### config.mk
export PLATFORM = sky130hd
export DESIGN_NAME = chunk_framer_stop_and_wait
export DESIGN_NICKNAME = d
export VERILOG_FILES = /design/src/hw/rtl/cfsw_pkg.sv /design/src/hw/rtl/cfsw_ram.sv /design/src/hw/rtl/cfsw_emit.sv /design/src/hw/rtl/chunk_framer_stop_and_wait.sv
export SDC_FILE = /design/constraint.sdc
export NUM_CORES = 1
export LEC_CHECK = 0
export BUFFER_PORTS_ARGS = -buffer_cell sky130_fd_sc_hd__buf_4
export CORE_ASPECT_RATIO = 0.8
export CORE_MARGIN = 5
export CORE_UTILIZATION = 60
export CTS_CLUSTER_DIAMETER = 120
export DETAILED_ROUTE_END_ITERATION = 16
export HOLD_SLACK_MARGIN = 0.02
export PLACE_DENSITY = 0.77
export SYNTH_ARGS = -nofsm -noshare
export SYNTH_HDL_FRONTEND = slang
export SYNTH_SLANG_ARGS = --single-unit
export TNS_END_PERCENT = 100
### constraint.sdc
create_clock -name aclk -period 5.03 [get_ports aclk]
set_input_delay 0.7545 -clock aclk [delete_from_list [all_inputs] [get_ports aclk]]
set_output_delay 0.7545 -clock aclk [all_outputs]
set_load 0.1 [all_outputs]
### src/hw/rtl/cfsw_pkg.sv
// Package for the chunk framer: shared constants, codes and the structs that
// pass between the controller and the frame emitter.
// No dependencies.
package cfsw_pkg;

    localparam int MAX_FRAME_DEF = 128;
    localparam int OVERHEAD      = 11;
    localparam int MIN_CHUNK     = 12;
    localparam int CFG_W         = 32;
    localparam int CFG_IDX_W     = 2;

    // Register indexes of the configuration port.
    localparam logic [CFG_IDX_W-1:0] REG_FRAME_SIZE   = 2'd0;
    localparam logic [CFG_IDX_W-1:0] REG_MAX_FAILURES = 2'd1;
    localparam logic [CFG_IDX_W-1:0] REG_SYNC_WORD    = 2'd2;

    localparam logic [7:0]  FRAME_SIZE_RST   = 8'd128;
    localparam logic [7:0]  MAX_FAILURES_RST = 8'd20;
    localparam logic [31:0] SYNC_WORD_RST    = 32'h414D_4F53;

    // Input transaction kinds (carried on s_tuser).
    localparam logic [1:0] OP_BYTE    = 2'd0;
    localparam logic [1:0] OP_RESP    = 2'd1;
    localparam logic [1:0] OP_TIMEOUT = 2'd2;

    // Response byte codes.
    localparam logic [7:0] RESP_ERROR  = 8'hFF;
    localparam logic [7:0] RESP_CANCEL = 8'hAA;

    // Result status codes.
    localparam logic [2:0] ST_SENT      = 3'd0;
    localparam logic [2:0] ST_ACKED     = 3'd1;
    localparam logic [2:0] ST_DONE      = 3'd2;
    localparam logic [2:0] ST_RETRY     = 3'd3;
    localparam logic [2:0] ST_CANCELLED = 3'd4;
    localparam logic [2:0] ST_GAVE_UP   = 3'd5;
    localparam logic [2:0] ST_REFUSED   = 3'd6;

    typedef struct packed {
        logic       start;
        logic [2:0] status;
    } emit_cmd_t;

    typedef struct packed {
        logic       valid;
        logic [7:0] byte_first;
        logic [7:0] byte_second;
        logic       second_valid;
        logic       frame_last;
        logic [2:0] status;
    } emit_res_t;

endpackage

### src/hw/rtl/cfsw_ram.sv
// Generic single-port-write, single-port-read RAM with a registered read.
// No dependencies.
module cfsw_ram #(
    parameter int WIDTH = 8,
    parameter int DEPTH = 117
) (
    input  logic                     aclk,
    input  logic                     wr_en,
    input  logic [$clog2(DEPTH)-1:0] wr_addr,
    input  logic [WIDTH-1:0]         wr_data,
    input  logic                     rd_en,
    input  logic [$clog2(DEPTH)-1:0] rd_addr,
    output logic [WIDTH-1:0]         rd_data
);

    logic [WIDTH-1:0] mem [DEPTH];
    logic [WIDTH-1:0] rd_data_reg;

    always_ff @(posedge aclk) begin
        if (wr_en) begin
            mem[wr_addr] <= wr_data;
        end
        if (rd_en) begin
            rd_data_reg <= mem[rd_addr];
        end
    end

    assign rd_data = rd_data_reg;

endmodule

### src/hw/rtl/cfsw_emit.sv
// Frame emitter: walks the frame one byte per cycle unless out_free holds it,
// header bytes from registers and payload bytes from the payload RAM, and pairs
// them into results. Depends on cfsw_pkg.
module cfsw_emit #(
    parameter int MAX_FRAME = cfsw_pkg::MAX_FRAME_DEF
) (
    input  logic                         aclk,
    input  logic                         aresetn,
    input  cfsw_pkg::emit_cmd_t          cmd,
    input  logic [$clog2(MAX_FRAME - cfsw_pkg::OVERHEAD + 1)-1:0] fill_count,
    input  logic [31:0]                  sync_word,
    input  logic [23:0]                  chunk_index,
    input  logic [15:0]                  running_sum,
    input  logic                         out_free,
    output logic                         ram_rd_en,
    output logic [$clog2(MAX_FRAME - cfsw_pkg::OVERHEAD)-1:0] ram_rd_addr,
    input  logic [7:0]                   ram_rd_data,
    output cfsw_pkg::emit_res_t          res,
    output logic                         busy
);

    localparam int STORE_DEPTH = MAX_FRAME - cfsw_pkg::OVERHEAD;
    localparam int ADDR_W      = $clog2(STORE_DEPTH);
    localparam int POS_W       = $clog2(MAX_FRAME + 1);
    localparam int HDR_BYTES   = 9;

    logic             active_reg;
    logic [POS_W-1:0] pos_reg;
    logic [2:0]       status_reg;
    logic             v1_reg;
    logic             sel_ram_reg;
    logic [7:0]       hdr_reg;
    logic             last1_reg;
    logic             odd1_reg;
    logic [7:0]       first_reg;

    logic [POS_W-1:0] frame_len;
    logic [POS_W-1:0] len_m1;
    logic [POS_W-1:0] len_m2;
    logic [15:0]      len16;
    logic [7:0]       hdr_byte;
    logic             is_payload;
    logic             need_out;
    logic             adv2;
    logic             issue;
    logic [7:0]       cur_byte;

    assign frame_len = POS_W'(fill_count) + POS_W'(cfsw_pkg::OVERHEAD);
    assign len_m1    = frame_len - POS_W'(1);
    assign len_m2    = frame_len - POS_W'(2);
    assign len16     = 16'(fill_count);

    // Byte selection for the position being issued.
    always_comb begin
        hdr_byte   = 8'h00;
        is_payload = 1'b0;
        if (pos_reg < POS_W'(HDR_BYTES)) begin
            case (pos_reg[3:0])
                4'd0:    hdr_byte = sync_word[31:24];
                4'd1:    hdr_byte = sync_word[23:16];
                4'd2:    hdr_byte = sync_word[15:8];
                4'd3:    hdr_byte = sync_word[7:0];
                4'd4:    hdr_byte = chunk_index[23:16];
                4'd5:    hdr_byte = chunk_index[15:8];
                4'd6:    hdr_byte = chunk_index[7:0];
                4'd7:    hdr_byte = len16[15:8];
                4'd8:    hdr_byte = len16[7:0];
                default: hdr_byte = 8'h00;
            endcase
        end else if (pos_reg == len_m2) begin
            hdr_byte = running_sum[15:8];
        end else if (pos_reg == len_m1) begin
            hdr_byte = running_sum[7:0];
        end else begin
            is_payload = 1'b1;
        end
    end

    assign need_out = odd1_reg || last1_reg;
    assign adv2     = v1_reg && (!need_out || out_free);
    assign issue    = active_reg && (!v1_reg || adv2);
    assign cur_byte = sel_ram_reg ? ram_rd_data : hdr_reg;

    assign ram_rd_en   = issue && is_payload;
    assign ram_rd_addr = ADDR_W'(pos_reg - POS_W'(HDR_BYTES));

    assign res.valid        = adv2 && need_out;
    assign res.byte_first   = odd1_reg ? first_reg : cur_byte;
    assign res.byte_second  = odd1_reg ? cur_byte : 8'h00;
    assign res.second_valid = odd1_reg;
    assign res.frame_last   = last1_reg;
    assign res.status       = status_reg;

    assign busy = active_reg || v1_reg;

    always_ff @(posedge aclk) begin
        if (!aresetn) begin
            active_reg <= 1'b0;
            v1_reg     <= 1'b0;
        end else begin
            if (cmd.start && !busy) begin
                active_reg <= 1'b1;
                pos_reg    <= '0;
                status_reg <= cmd.status;
            end else if (issue) begin
                pos_reg <= pos_reg + POS_W'(1);
                if (pos_reg == len_m1) begin
                    active_reg <= 1'b0;
                end
            end
            if (issue) begin
                v1_reg      <= 1'b1;
                sel_ram_reg <= is_payload;
                hdr_reg     <= hdr_byte;
                last1_reg   <= (pos_reg == len_m1);
                odd1_reg    <= pos_reg[0];
            end else if (adv2) begin
                v1_reg <= 1'b0;
            end
            if (adv2 && !odd1_reg) begin
                first_reg <= cur_byte;
            end
        end
    end

endmodule

### src/hw/rtl/chunk_framer_stop_and_wait.sv
// Top level of the stop-and-wait chunk framer: controller state, configuration
// registers, output register, payload RAM and frame emitter.
// Depends on cfsw_pkg, cfsw_ram and cfsw_emit.

// The framer collects message bytes into a payload RAM and, when the chunk is
// full (the clamped frame size register minus eleven bytes) or a byte arrives
// with s_tlast set, sends a frame: four sync bytes, a 24-bit chunk index, a
// 16-bit payload length, the payload and a 16-bit byte-sum checksum, two bytes
// per output transaction with m_tlast on the frame's final transaction. It then
// waits for a response transaction (s_tuser selects message byte, response or
// timeout). Errors, timeouts and checksum mismatches resend the frame until
// max_failures is reached, a cancel or a give-up ends the run, and a good
// acknowledgement moves to the next chunk or, after the final one, ends the run.
// Every other outcome is reported by one status-only transaction with m_tlast
// set. Timing: between frames, a status-only item is accepted when the output
// register is free or being drained, and its result appears in the next cycle.
// A frame with n payload bytes has n + 11 bytes, sent as ceil((n + 11) / 2)
// output transactions; it leaves at one byte per cycle, set by the single read
// port of the payload RAM, while m_tready does not hold the output register;
// s_tready stays low while a frame is going out. The payload RAM needs no
// clearing after reset, since a frame only reads bytes written for its chunk.
module chunk_framer_stop_and_wait #(
    parameter int MAX_FRAME = cfsw_pkg::MAX_FRAME_DEF
) (
    input  logic                           aclk,
    input  logic                           aresetn,
    // Input stream
    input  logic                           s_tvalid,
    output logic                           s_tready,
    // [7:0] data_byte, [15:8] resp_first, [23:16] resp_second,
    // [31:24] resp_sum_high, [39:32] resp_sum_low
    input  logic [39:0]                    s_tdata,
    // [1:0] op
    input  logic [1:0]                     s_tuser,
    input  logic                           s_tlast,
    // Result stream
    output logic                           m_tvalid,
    input  logic                           m_tready,
    // [0] carries_bytes, [8:1] byte_first, [16:9] byte_second,
    // [17] second_valid, [20:18] status, [23:21] zero
    output logic [23:0]                    m_tdata,
    output logic                           m_tlast,
    // Configuration write port
    input  logic                           cfg_wr_en,
    input  logic [cfsw_pkg::CFG_IDX_W-1:0] cfg_index,
    input  logic [cfsw_pkg::CFG_W-1:0]     cfg_data
);

    localparam int STORE_DEPTH = MAX_FRAME - cfsw_pkg::OVERHEAD;
    localparam int FILL_W      = $clog2(STORE_DEPTH + 1);
    localparam int ADDR_W      = $clog2(STORE_DEPTH);

    // Configuration registers
    logic [7:0]  frame_size_reg;
    logic [7:0]  max_failures_reg;
    logic [31:0] sync_word_reg;

    // Run state
    logic [FILL_W-1:0] fill_reg,     fill_next;
    logic [23:0]       index_reg,    index_next;
    logic [7:0]        fail_reg,     fail_next;
    logic [15:0]       sum_reg,      sum_next;
    logic              awaiting_reg, awaiting_next;
    logic              final_reg,    final_next;

    // Output register
    logic        out_valid_reg;
    logic        out_carries_reg;
    logic [7:0]  out_first_reg;
    logic [7:0]  out_second_reg;
    logic        out_second_valid_reg;
    logic        out_last_reg;
    logic [2:0]  out_status_reg;

    // Input fields
    logic [1:0] op;
    logic [7:0] data_byte;
    logic [7:0] resp_first;
    logic [7:0] resp_second;
    logic [7:0] resp_sum_high;
    logic [7:0] resp_sum_low;

    logic                in_acc;
    logic                out_free;
    logic                emit_busy;
    cfsw_pkg::emit_cmd_t cmd;
    cfsw_pkg::emit_res_t res;
    logic                st_load;
    logic [2:0]          st_code;
    logic                ram_wr_en;
    logic                ram_rd_en;
    logic [ADDR_W-1:0]   ram_rd_addr;
    logic [7:0]          ram_rd_data;

    logic [7:0]        cs_clamped;
    logic [7:0]        capacity;
    logic [FILL_W-1:0] fill_inc;
    logic [7:0]        fail_inc;
    logic              resp_error;
    logic              resp_cancel;
    logic              sum_mismatch;
    logic              failed;

    assign op            = s_tuser;
    assign data_byte     = s_tdata[7:0];
    assign resp_first    = s_tdata[15:8];
    assign resp_second   = s_tdata[23:16];
    assign resp_sum_high = s_tdata[31:24];
    assign resp_sum_low  = s_tdata[39:32];

    assign out_free = !out_valid_reg || m_tready;
    assign s_tready = !emit_busy && out_free;
    assign in_acc   = s_tvalid && s_tready;

    // Effective payload capacity from the clamped frame size.
    always_comb begin
        cs_clamped = frame_size_reg;
        if (cs_clamped < 8'(cfsw_pkg::MIN_CHUNK)) begin
            cs_clamped = 8'(cfsw_pkg::MIN_CHUNK);
        end
        if (cs_clamped > 8'(MAX_FRAME)) begin
            cs_clamped = 8'(MAX_FRAME);
        end
    end
    assign capacity = cs_clamped - 8'(cfsw_pkg::OVERHEAD);
    assign fill_inc = fill_reg + FILL_W'(1);
    assign fail_inc = (fail_reg != 8'hFF) ? fail_reg + 8'd1 : fail_reg;

    // Response classification, error taking priority over cancel.
    assign resp_error   = (op == cfsw_pkg::OP_TIMEOUT) ||
                          (resp_first == cfsw_pkg::RESP_ERROR) ||
                          (resp_second == cfsw_pkg::RESP_ERROR);
    assign resp_cancel  = (resp_first == cfsw_pkg::RESP_CANCEL) ||
                          (resp_second == cfsw_pkg::RESP_CANCEL);
    assign sum_mismatch = (resp_sum_high != sum_reg[15:8]) ||
                          (resp_sum_low != sum_reg[7:0]);
    assign failed       = resp_error || (!resp_cancel && sum_mismatch);

    always_comb begin
        fill_next     = fill_reg;
        index_next    = index_reg;
        fail_next     = fail_reg;
        sum_next      = sum_reg;
        awaiting_next = awaiting_reg;
        final_next    = final_reg;
        st_load       = 1'b0;
        st_code       = cfsw_pkg::ST_REFUSED;
        cmd.start     = 1'b0;
        cmd.status    = cfsw_pkg::ST_SENT;
        ram_wr_en     = 1'b0;
        if (in_acc) begin
            case (op)
                cfsw_pkg::OP_BYTE: begin
                    if (awaiting_reg || (fill_reg >= FILL_W'(STORE_DEPTH))) begin
                        st_load = 1'b1;
                    end else begin
                        ram_wr_en = 1'b1;
                        sum_next  = sum_reg + 16'(data_byte);
                        fill_next = fill_inc;
                        if (s_tlast || (8'(fill_inc) >= capacity)) begin
                            awaiting_next = 1'b1;
                            final_next    = s_tlast;
                            cmd.start     = 1'b1;
                            cmd.status    = cfsw_pkg::ST_SENT;
                        end
                    end
                end
                cfsw_pkg::OP_RESP, cfsw_pkg::OP_TIMEOUT: begin
                    if (!awaiting_reg) begin
                        st_load = 1'b1;
                    end else if (failed) begin
                        fail_next = fail_inc;
                        if (fail_inc >= max_failures_reg) begin
                            st_load       = 1'b1;
                            st_code       = cfsw_pkg::ST_GAVE_UP;
                            fill_next     = '0;
                            index_next    = '0;
                            fail_next     = '0;
                            sum_next      = '0;
                            awaiting_next = 1'b0;
                            final_next    = 1'b0;
                        end else begin
                            cmd.start  = 1'b1;
                            cmd.status = cfsw_pkg::ST_RETRY;
                        end
                    end else begin
                        // Cancel or acknowledgement: both leave the chunk empty.
                        st_load       = 1'b1;
                        fill_next     = '0;
                        fail_next     = '0;
                        sum_next      = '0;
                        awaiting_next = 1'b0;
                        if (resp_cancel || final_reg) begin
                            st_code    = resp_cancel ? cfsw_pkg::ST_CANCELLED
                                                     : cfsw_pkg::ST_DONE;
                            index_next = '0;
                            final_next = 1'b0;
                        end else begin
                            st_code    = cfsw_pkg::ST_ACKED;
                            index_next = index_reg + 24'd1;
                        end
                    end
                end
                default: begin
                    st_load = 1'b1;
                end
            endcase
        end
    end

    always_ff @(posedge aclk) begin
        if (!aresetn) begin
            frame_size_reg   <= cfsw_pkg::FRAME_SIZE_RST;
            max_failures_reg <= cfsw_pkg::MAX_FAILURES_RST;
            sync_word_reg    <= cfsw_pkg::SYNC_WORD_RST;
            fill_reg         <= '0;
            index_reg        <= '0;
            fail_reg         <= '0;
            sum_reg          <= '0;
            awaiting_reg     <= 1'b0;
            final_reg        <= 1'b0;
            out_valid_reg    <= 1'b0;
        end else begin
            if (cfg_wr_en) begin
                case (cfg_index)
                    cfsw_pkg::REG_FRAME_SIZE:   frame_size_reg   <= cfg_data[7:0];
                    cfsw_pkg::REG_MAX_FAILURES: max_failures_reg <= cfg_data[7:0];
                    cfsw_pkg::REG_SYNC_WORD:    sync_word_reg    <= cfg_data[31:0];
                    default: ;
                endcase
            end
            fill_reg     <= fill_next;
            index_reg    <= index_next;
            fail_reg     <= fail_next;
            sum_reg      <= sum_next;
            awaiting_reg <= awaiting_next;
            final_reg    <= final_next;
            if (res.valid || st_load) begin
                out_valid_reg <= 1'b1;
            end else if (m_tready) begin
                out_valid_reg <= 1'b0;
            end
        end
    end

    // Output payload; the emitter and the status path never load together,
    // since no input transaction is taken while a frame is going out.
    always_ff @(posedge aclk) begin
        if (res.valid) begin
            out_carries_reg      <= 1'b1;
            out_first_reg        <= res.byte_first;
            out_second_reg       <= res.byte_second;
            out_second_valid_reg <= res.second_valid;
            out_last_reg         <= res.frame_last;
            out_status_reg       <= res.status;
        end else if (st_load) begin
            out_carries_reg      <= 1'b0;
            out_first_reg        <= 8'h00;
            out_second_reg       <= 8'h00;
            out_second_valid_reg <= 1'b0;
            out_last_reg         <= 1'b1;
            out_status_reg       <= st_code;
        end
    end

    assign m_tvalid = out_valid_reg;
    assign m_tlast  = out_last_reg;
    assign m_tdata  = {3'b000, out_status_reg, out_second_valid_reg,
                       out_second_reg, out_first_reg, out_carries_reg};

    cfsw_ram #(
        .WIDTH (8),
        .DEPTH (STORE_DEPTH)
    ) u_payload_ram (
        .aclk    (aclk),
        .wr_en   (ram_wr_en),
        .wr_addr (fill_reg[ADDR_W-1:0]),
        .wr_data (data_byte),
        .rd_en   (ram_rd_en),
        .rd_addr (ram_rd_addr),
        .rd_data (ram_rd_data)
    );

    cfsw_emit #(
        .MAX_FRAME (MAX_FRAME)
    ) u_emit (
        .aclk        (aclk),
        .aresetn     (aresetn),
        .cmd         (cmd),
        .fill_count  (fill_reg),
        .sync_word   (sync_word_reg),
        .chunk_index (index_reg),
        .running_sum (sum_reg),
        .out_free    (out_free),
        .ram_rd_en   (ram_rd_en),
        .ram_rd_addr (ram_rd_addr),
        .ram_rd_data (ram_rd_data),
        .res         (res),
        .busy        (emit_busy)
    );

    // A frame is only ever on its way out while a response is awaited.
    assert property (@(posedge aclk) disable iff (!aresetn)
        emit_busy |-> awaiting_reg)
        else $error("frame emission without a pending response");

    // The fill count never runs past the payload RAM.
    assert property (@(posedge aclk) disable iff (!aresetn)
        fill_reg <= FILL_W'(STORE_DEPTH))
        else $error("fill count beyond payload RAM depth");

    // The emitter never overwrites a result that is still waiting.
    assert property (@(posedge aclk) disable iff (!aresetn)
        res.valid |-> (out_free && !st_load))
        else $error("emitter result collides with the output register");

    // Starting a frame always makes the emitter busy in the next cycle.
    assert property (@(posedge aclk) disable iff (!aresetn)
        cmd.start |=> emit_busy)
        else $error("frame start lost");

endmodule
### After elaboration in Yosys (flattened, before gate mapping)

Memory sizes are Yosys's and may differ from the RTL's. A register that Yosys moved wholly into a read port is not among the register bits.
Cells that the tools add are included.

| word-level totals | value |
|---|---|
| logic and storage cells | 203 |
| latch bits | 0 |
| memory bits (writable) | 936 |
| register bits | 160 |
| output and inout port bits | 27 |
| memories | 1 |
| memory bits (read-only) | 0 |

| cells by class | value |
|---|---|
| shift operators | 0 |
| divide/modulo/power cells | 0 |
| reduce and logical (&&, ||, !) cells | 52 |
| add/subtract/negate cells | 10 |
| multiplexer cells | 83 |
| magnitude comparators | 6 |
| eq/ne operators | 26 |
| bitwise gates (word level) | 0 |
| $mul | 0 |

Memories:

| name | depth | width | rd ports | clocked after memory_dff | write ports | RTL line | text |
|---|---|---|---|---|---|---|---|
| u_payload_ram.mem | 117 | 8 | 1 | 1 | 1 | cfsw_ram.sv:16 | `logic [WIDTH-1:0] mem [DEPTH];` |

Operators with widths:

| cell | number |
|---|---|
| 8-bit 2-to-1 mux | 15 |
| 24-bit 2-to-1 mux | 3 |
| 16-bit 2-to-1 mux | 4 |
| 8-bit case mux with 8 select lines | 1 |
| 1-bit 2-to-1 mux | 35 |
| 8-bit equality test, second input constant | 4 |
| 16-bit case mux with 2 select lines | 1 |
| 7-bit 2-to-1 mux | 4 |
| 24-bit by 1-bit adder with 24-bit output, second input constant | 1 |
| 3-bit 2-to-1 mux | 8 |
| 4-bit 2-to-1 mux | 6 |
| 16-bit by 8-bit adder with 16-bit output | 1 |
| 8-bit by 1-bit adder with 8-bit output, second input constant | 2 |
| 8-bit equality test | 2 |
| 8-bit by 4-bit less-than comparator with 1-bit output, second input constant | 2 |
| 8-bit != test | 2 |
| 2-bit AND reduction | 8 |
| 1-bit logical OR | 14 |
| 7-bit case mux with 2 select lines | 1 |
| 4-bit by 3-bit equality test with 1-bit output, second input constant | 3 |
| 2-bit nonzero test | 6 |
| 1-bit logical AND | 9 |
| 7-bit by 4-bit adder with 8-bit output, second input constant | 1 |
| 4-bit by 2-bit equality test with 1-bit output, second input constant | 2 |
| other kinds (28) | 42 |

### Depth between registers and ports, before layout

| logic depth | value |
|---|---|
| depth in word-level cells | 14 |
| depth in mapped cells | 16 |
| gate-level depth less buffers | 15 |

### Cells and area by module

A second synthesis with hierarchy kept.

| second synthesis, totals | value |
|---|---|
| cell total of the unflattened synthesis | 2,840 |
| area, all modules | 46,308.2 um^2 |

Modules (own cells, without submodules):

| module | instances | seq. area each (um^2) | cells an instance | area each (um^2) |
|---|---|---|---|---|
| cfsw_ram | 1 | 28,347.2 | 1,803 | 36,851.6 |
| chunk_framer_stop_and_wait | 1 | 2,772.7 | 754 | 6,703.9 |
| cfsw_emit | 1 | 940.9 | 283 | 2,752.6 |

### Worst setup path before layout

Ideal clock, no wire load.

| timing | value |
|---|---|
| path kind | flip-flop to flip-flop |
| start | register out_valid_reg, in the netlist m_tvalid |
| end | memory u_payload_ram.mem[95][0] (enable) |
| required time | 4.660 ns |
| arrival | 4.450 ns |
| path buffers | 1 |
| stages on the path, launching flop included | 8 |
| library setup time | 0.370 ns |
| path slack | 0.210 ns |
| path through | dfxtp_1 -> nor2b_1 -> nor3_1 -> nand4_1 -> nor2_1 -> nand3_1 -> clkbuf_1 -> nor2_1 |

| on the way | value |
|---|---|
| cells in the longest elaborated chain, start to end | 7 |

Ends and longest elaborated chain:

| what | RTL line | text |
|---|---|---|
| start, declared | chunk_framer_stop_and_wait.sv:67 | `logic out_valid_reg;` |
| start signal, assigned | chunk_framer_stop_and_wait.sv:222 | `out_valid_reg <= 1'b0;` |
| start signal, assigned | chunk_framer_stop_and_wait.sv:239 | `out_valid_reg <= 1'b1;` |
| start signal, assigned | chunk_framer_stop_and_wait.sv:241 | `out_valid_reg <= 1'b0;` |
| 1-bit zero test | chunk_framer_stop_and_wait.sv:111 | `assign out_free = !out_valid_reg \|\| m_tready;` |
| 1-bit logical OR | chunk_framer_stop_and_wait.sv:111 |  |
| 1-bit logical AND | chunk_framer_stop_and_wait.sv:112 | `assign s_tready = !emit_busy && out_free;` |
| via s_tready | chunk_framer_stop_and_wait.sv:29 | `output logic s_tready,` |
| 1-bit logical AND | chunk_framer_stop_and_wait.sv:113 | `assign in_acc = s_tvalid && s_tready;` |
| 1-bit 2-to-1 mux | chunk_framer_stop_and_wait.sv:151 | `if (in_acc) begin` |
| 1-bit 2-to-1 mux | cfsw_ram.sv:20 | `if (wr_en) begin` |
| 1-bit 2-to-1 mux (not written as such) | cfsw_ram.sv:21 | `mem[wr_addr] <= wr_data;` |
| end, declared | cfsw_ram.sv:16 |  |

The timed path passes the listed nets, and every way through them passes these cells.

### Final worst setup path

| timing | value |
|---|---|
| start | register fail_reg[0] |
| end | register out_second_reg[3] (enable) |

| on the way | value |
|---|---|
| cells in the longest elaborated chain, start to end | 9 |
| elaborated cells between the ends (all ways) | 10 |
| classes of those cells | 1 x add/sub; 1 x order compare; 1 x eq/ne; 6 x mux; 1 x reduce/logical |

Ends and longest elaborated chain:

| what | RTL line | text |
|---|---|---|
| start, declared | chunk_framer_stop_and_wait.sv:61 | `logic [7:0] fail_reg, fail_next;` |
| start signal, assigned | chunk_framer_stop_and_wait.sv:234 | `fail_reg <= fail_next;` |
| 8-bit by 1-bit adder with 8-bit output or 8-bit != test (tied branches) | chunk_framer_stop_and_wait.sv:127 | `assign fail_inc = (fail_reg != 8'hFF) ? fail_reg + 8'd1 : fail_reg;` |
| 8-bit 2-to-1 mux (*) | chunk_framer_stop_and_wait.sv:127 |  |
| 8-bit greater-or-equal comparator (*) | chunk_framer_stop_and_wait.sv:173 | `if (fail_inc >= max_failures_reg) begin` |
| 1-bit 2-to-1 mux (*) | chunk_framer_stop_and_wait.sv:173 |  |
| 1-bit 2-to-1 mux (*) | chunk_framer_stop_and_wait.sv:171 | `end else if (failed) begin` |
| 1-bit 2-to-1 mux (*) | chunk_framer_stop_and_wait.sv:169 | `if (!awaiting_reg) begin` |
| 1-bit case mux with 2 select lines (*) | chunk_framer_stop_and_wait.sv:152 | `case (op)` |
| 1-bit 2-to-1 mux (*) | chunk_framer_stop_and_wait.sv:151 |  |
| 2-bit nonzero test (no line) (*) | -- |  |
| end signal, assigned | chunk_framer_stop_and_wait.sv:252 | `out_second_reg <= res.byte_second;` |
| end, declared | chunk_framer_stop_and_wait.sv:70 | `logic [7:0] out_second_reg;` |

Every way passes the cells marked *; elsewhere a longest branch is shown, timed or not.
A chain may end at the register's enable or synchronous reset.

==> flow_summary.toml <==
[placement]
portBuffers = 105
place_congestion = 0.934
hpwlAfterDp_um = 70800

[synth]
async_reset_ff_frac = 0
synthCells = 2579
synth_top_cell_area_share = 0.656
yosysTopAreaCell = "edfxtp_1"
netlist-cell-type-count = 73
syn_area_per_cell_um2 = 17.6
netlist_top_cells_count = "993 x edfxtp_1, 296 x mux4_2, 234 x nor2_1, 140 x nand2_1, 109 x dfxtp_1"
yosysSeqAreaShare = 0.704
synth_edf_count = 993
synth_warnings = 0
yosysMostFrequentCell = "edfxtp_1"
yosys-top-cells-area = "edfxtp_1 66%, mux4_2 15%, dfxtp_1 4.8%"
synth_ff_type = "edfxtp_1"
ys_ff_latch = 1102
synth_area_um2 = 45500

[worst_hold_path]
hp-class = "in -> reg"
worstHoldEndpoint = "sync_word_reg[24]$_SDFFE_PN1P_"
min_from = "cfg_data[24]"
hold_depth = 3

[route]
dr.pass1.iters = 6
drc = 0
vias_per_cell = 6.69
drt_iter0_markers = 3704
totalWireLength_um = 113000
num_vias = 25400
ant_nets = 0
routedWlPerCell_um = 29.8

[timing]
timing.fmax_ghz = 0.230
setup_tns_ns = 0
slew-limit-headroom = 0.0289
finalMaxSlewViolations = 0
worst_slew_pin_slew_ns = 1.45
rsz0062_at_grt = "false"
layout_min_cycle_time_ns = 4.36
fin_worst_skew_ns = 0.0242
timing_hold_violations_final = 0
finalSetupViolCount = 0
fin_crit_sh = 0.866

[global_route]
grt_overflow_total = 0
grt_max_degree = 99
grt_pass1_wl_um = 169000
grt.total_usage = 0.277
antenna_found_initial = 3
grt_pass1_vias = 25300

[finish]
final_util = 0.675
nets = 2822
n_fill_cell = 4856
largest_reg_flops = 936
area_growth_pct = 11.7
diodes = 0
post_route_cells_drive_above_1_share = 0.232

[setup_path]
critPathSlowestCell = "nand2_1"
crit_chain = "ha_1 > and3_1 > nand3_1 > nand4_1 > xnor2_1 > ha_1 > a21o_1 > a21o_1 > a21oi_1 > o31a_1 > and2_1 > a21o_1 > a31o_2 > nand2_1"
rrSetupSlack_ns = 0.67
worst_setup_path_end_kind = "flop"
cp-start-kind = "flop"
r2r-end = "out_second_reg[3]$_SDFFCE_PN0P_"
critPathMaxFanout = 21
cp_common_cell = "a21o_1"
critPathKind = "reg -> reg"
reg2reg_depth = 14
timing.rr.start = "fail_reg[0]$_SDFFE_PN0P_"
cp.required_ns = 5.23
crit_arrival_ns = 4.56
slowest_delay_ns = 0.50

[power_and_ir_drop]
power_density_nw_per_um2 = 369
power_frac_comb = 0.049
p_total_mw = 18.7
power_switching_mw = 4.00
pwr-share-seq = 0.536
internal_power_mw = 14.7
p_sw_frac = 0.213
pwr-share-clk = 0.415
ir_drop_mv = 0.329
leakage_nw = 16.3

[clock_tree]
cts_resized = 0
cts_root_buf = "clkbuf_16"
clock_latency_ns = 0.67
clock_sinks = 1102
postCtsHoldBufs = 0
postCtsSetupBuffers = 0
tritoncts = "built"
htree_levels = 3
path_clk_slew_ns = 0.06
cts_buffer_depth = 3
numCtsBuffers = 101

[die]
initial_utilization = 0.604
die_y_um = 256
design.die.area_um2 = 81400
io_pins = 109
die_x_um = 318
core_um2 = 75200
num_rows = 90

[outcome]
status = "complete, no violations"

[flow_run]
max_cap_violations = 0
## how the worst max path moves through the flow
stage                        startpoint                             endpoint  slack [ns]
5_1_grt        fail_reg[0]$_SDFFE_PN0P_      out_second_reg[1]$_SDFFCE_PN0P_        0.43
4_1_cts        fill_reg[1]$_SDFFE_PN0P_  u_payload_ram.mem[108][1]$_DFFE_PP_        0.73
2_1_floorplan     m_tvalid$_SDFFE_PN0P_   u_payload_ram.mem[95][0]$_DFFE_PP_        0.21
3_5_place_dp   fill_reg[1]$_SDFFE_PN0P_  u_payload_ram.mem[109][1]$_DFFE_PP_        0.76
6_report       fail_reg[0]$_SDFFE_PN0P_      out_second_reg[3]$_SDFFCE_PN0P_        0.67
3_3_place_gp   fill_reg[1]$_SDFFE_PN0P_  u_payload_ram.mem[109][1]$_DFFE_PP_        0.87
## per-layer routing
layer,track usage,share of wire,vias up
met2,0.428,0.47,1681
met4,0.0662,0.026,4
li1,-,-,10500
met3,0.0717,0.12,214
met1,0.407,0.39,13000
met5,0,0.00024,-
## kinds of logic after synthesis
group / Yosys count / share of synthesized area
compound gates: 242 / 0.0342
xor+xnor: 80 / 0.0159
fa+ha+maj: 39 / 0.0109
buf+inv: 185 / 0.0175
flops: 1102 / 0.704
mux: 348 / 0.159
other cells: 1 / 0.0000825
simple gates: 582 / 0.0588
## critical path, delay by kind of cell (launching register included)
| family | cells | cell delay (ns) |
|---|---|---|
| AND/OR/NAND/NOR | 5 | 1.61 |
| XOR/XNOR | 1 | 0.17 |
| AO/OA/AOI/OAI | 6 | 1.14 |
| adder cells (fa/ha/maj) | 2 | 0.55 |
| flip-flops | 1 | 0.40 |
## final cells by class
| type | instances | area (um2) | share of cell area |
|---|---|---|---|
| inverter | 42 | 158 | 0.00310 |
| multi-input combinational | 1294 | 12700 | 0.251 |
| tap | 1012 | 1270 | 0.0249 |
| clock inverter | 66 | 666 | 0.0131 |
| sequential | 1102 | 32000 | 0.630 |
| clock buffer | 121 | 2680 | 0.0527 |
| timing repair buffer | 160 | 1290 | 0.0254 |
## per-stage QoR
stage                     instance area (um2)  hold WS (ns)  worst slack (ns)  cells
after floorplan                         45500         0.428             0.210   2581
after global placement                  47400         0.447             0.870   3610
after detailed placement                47400         0.455             0.764   3610
after CTS                               50800         0.263             0.734   3797
after global routing                    50800         0.288             0.429   3797
final                                   50800         0.298             0.674   3797
## power groups by stage
stage	combinational, mW	sequential [mW]	clock (mW)
global placement	0.876	10.2	0
global route	0.961	10.0	8.25
detailed placement	0.901	10.2	0
CTS	0.907	10.0	7.85
floorplan	0.445	10.3	0
finish	0.911	10.0	7.78
## cell usage in the layout, fill, tap and decap left out, types with 19 or more instances in the layout
cell	count
dfxtp_1	109
nand2_1	140
xor2_1	26
clkinv_2	22
edfxtp_1	993
o21ai_0	41
nor2_1	234
clkbuf_16	103
mux2i_1	33
xnor2_1	49
buf_4	153
or3_1	20
ha_1	37
nand4_1	22
mux4_2	296
inv_1	41
nand3_1	65
a21oi_1	87
clkinv_1	22
mux2_2	19
(Power assumes the default switching activity.)
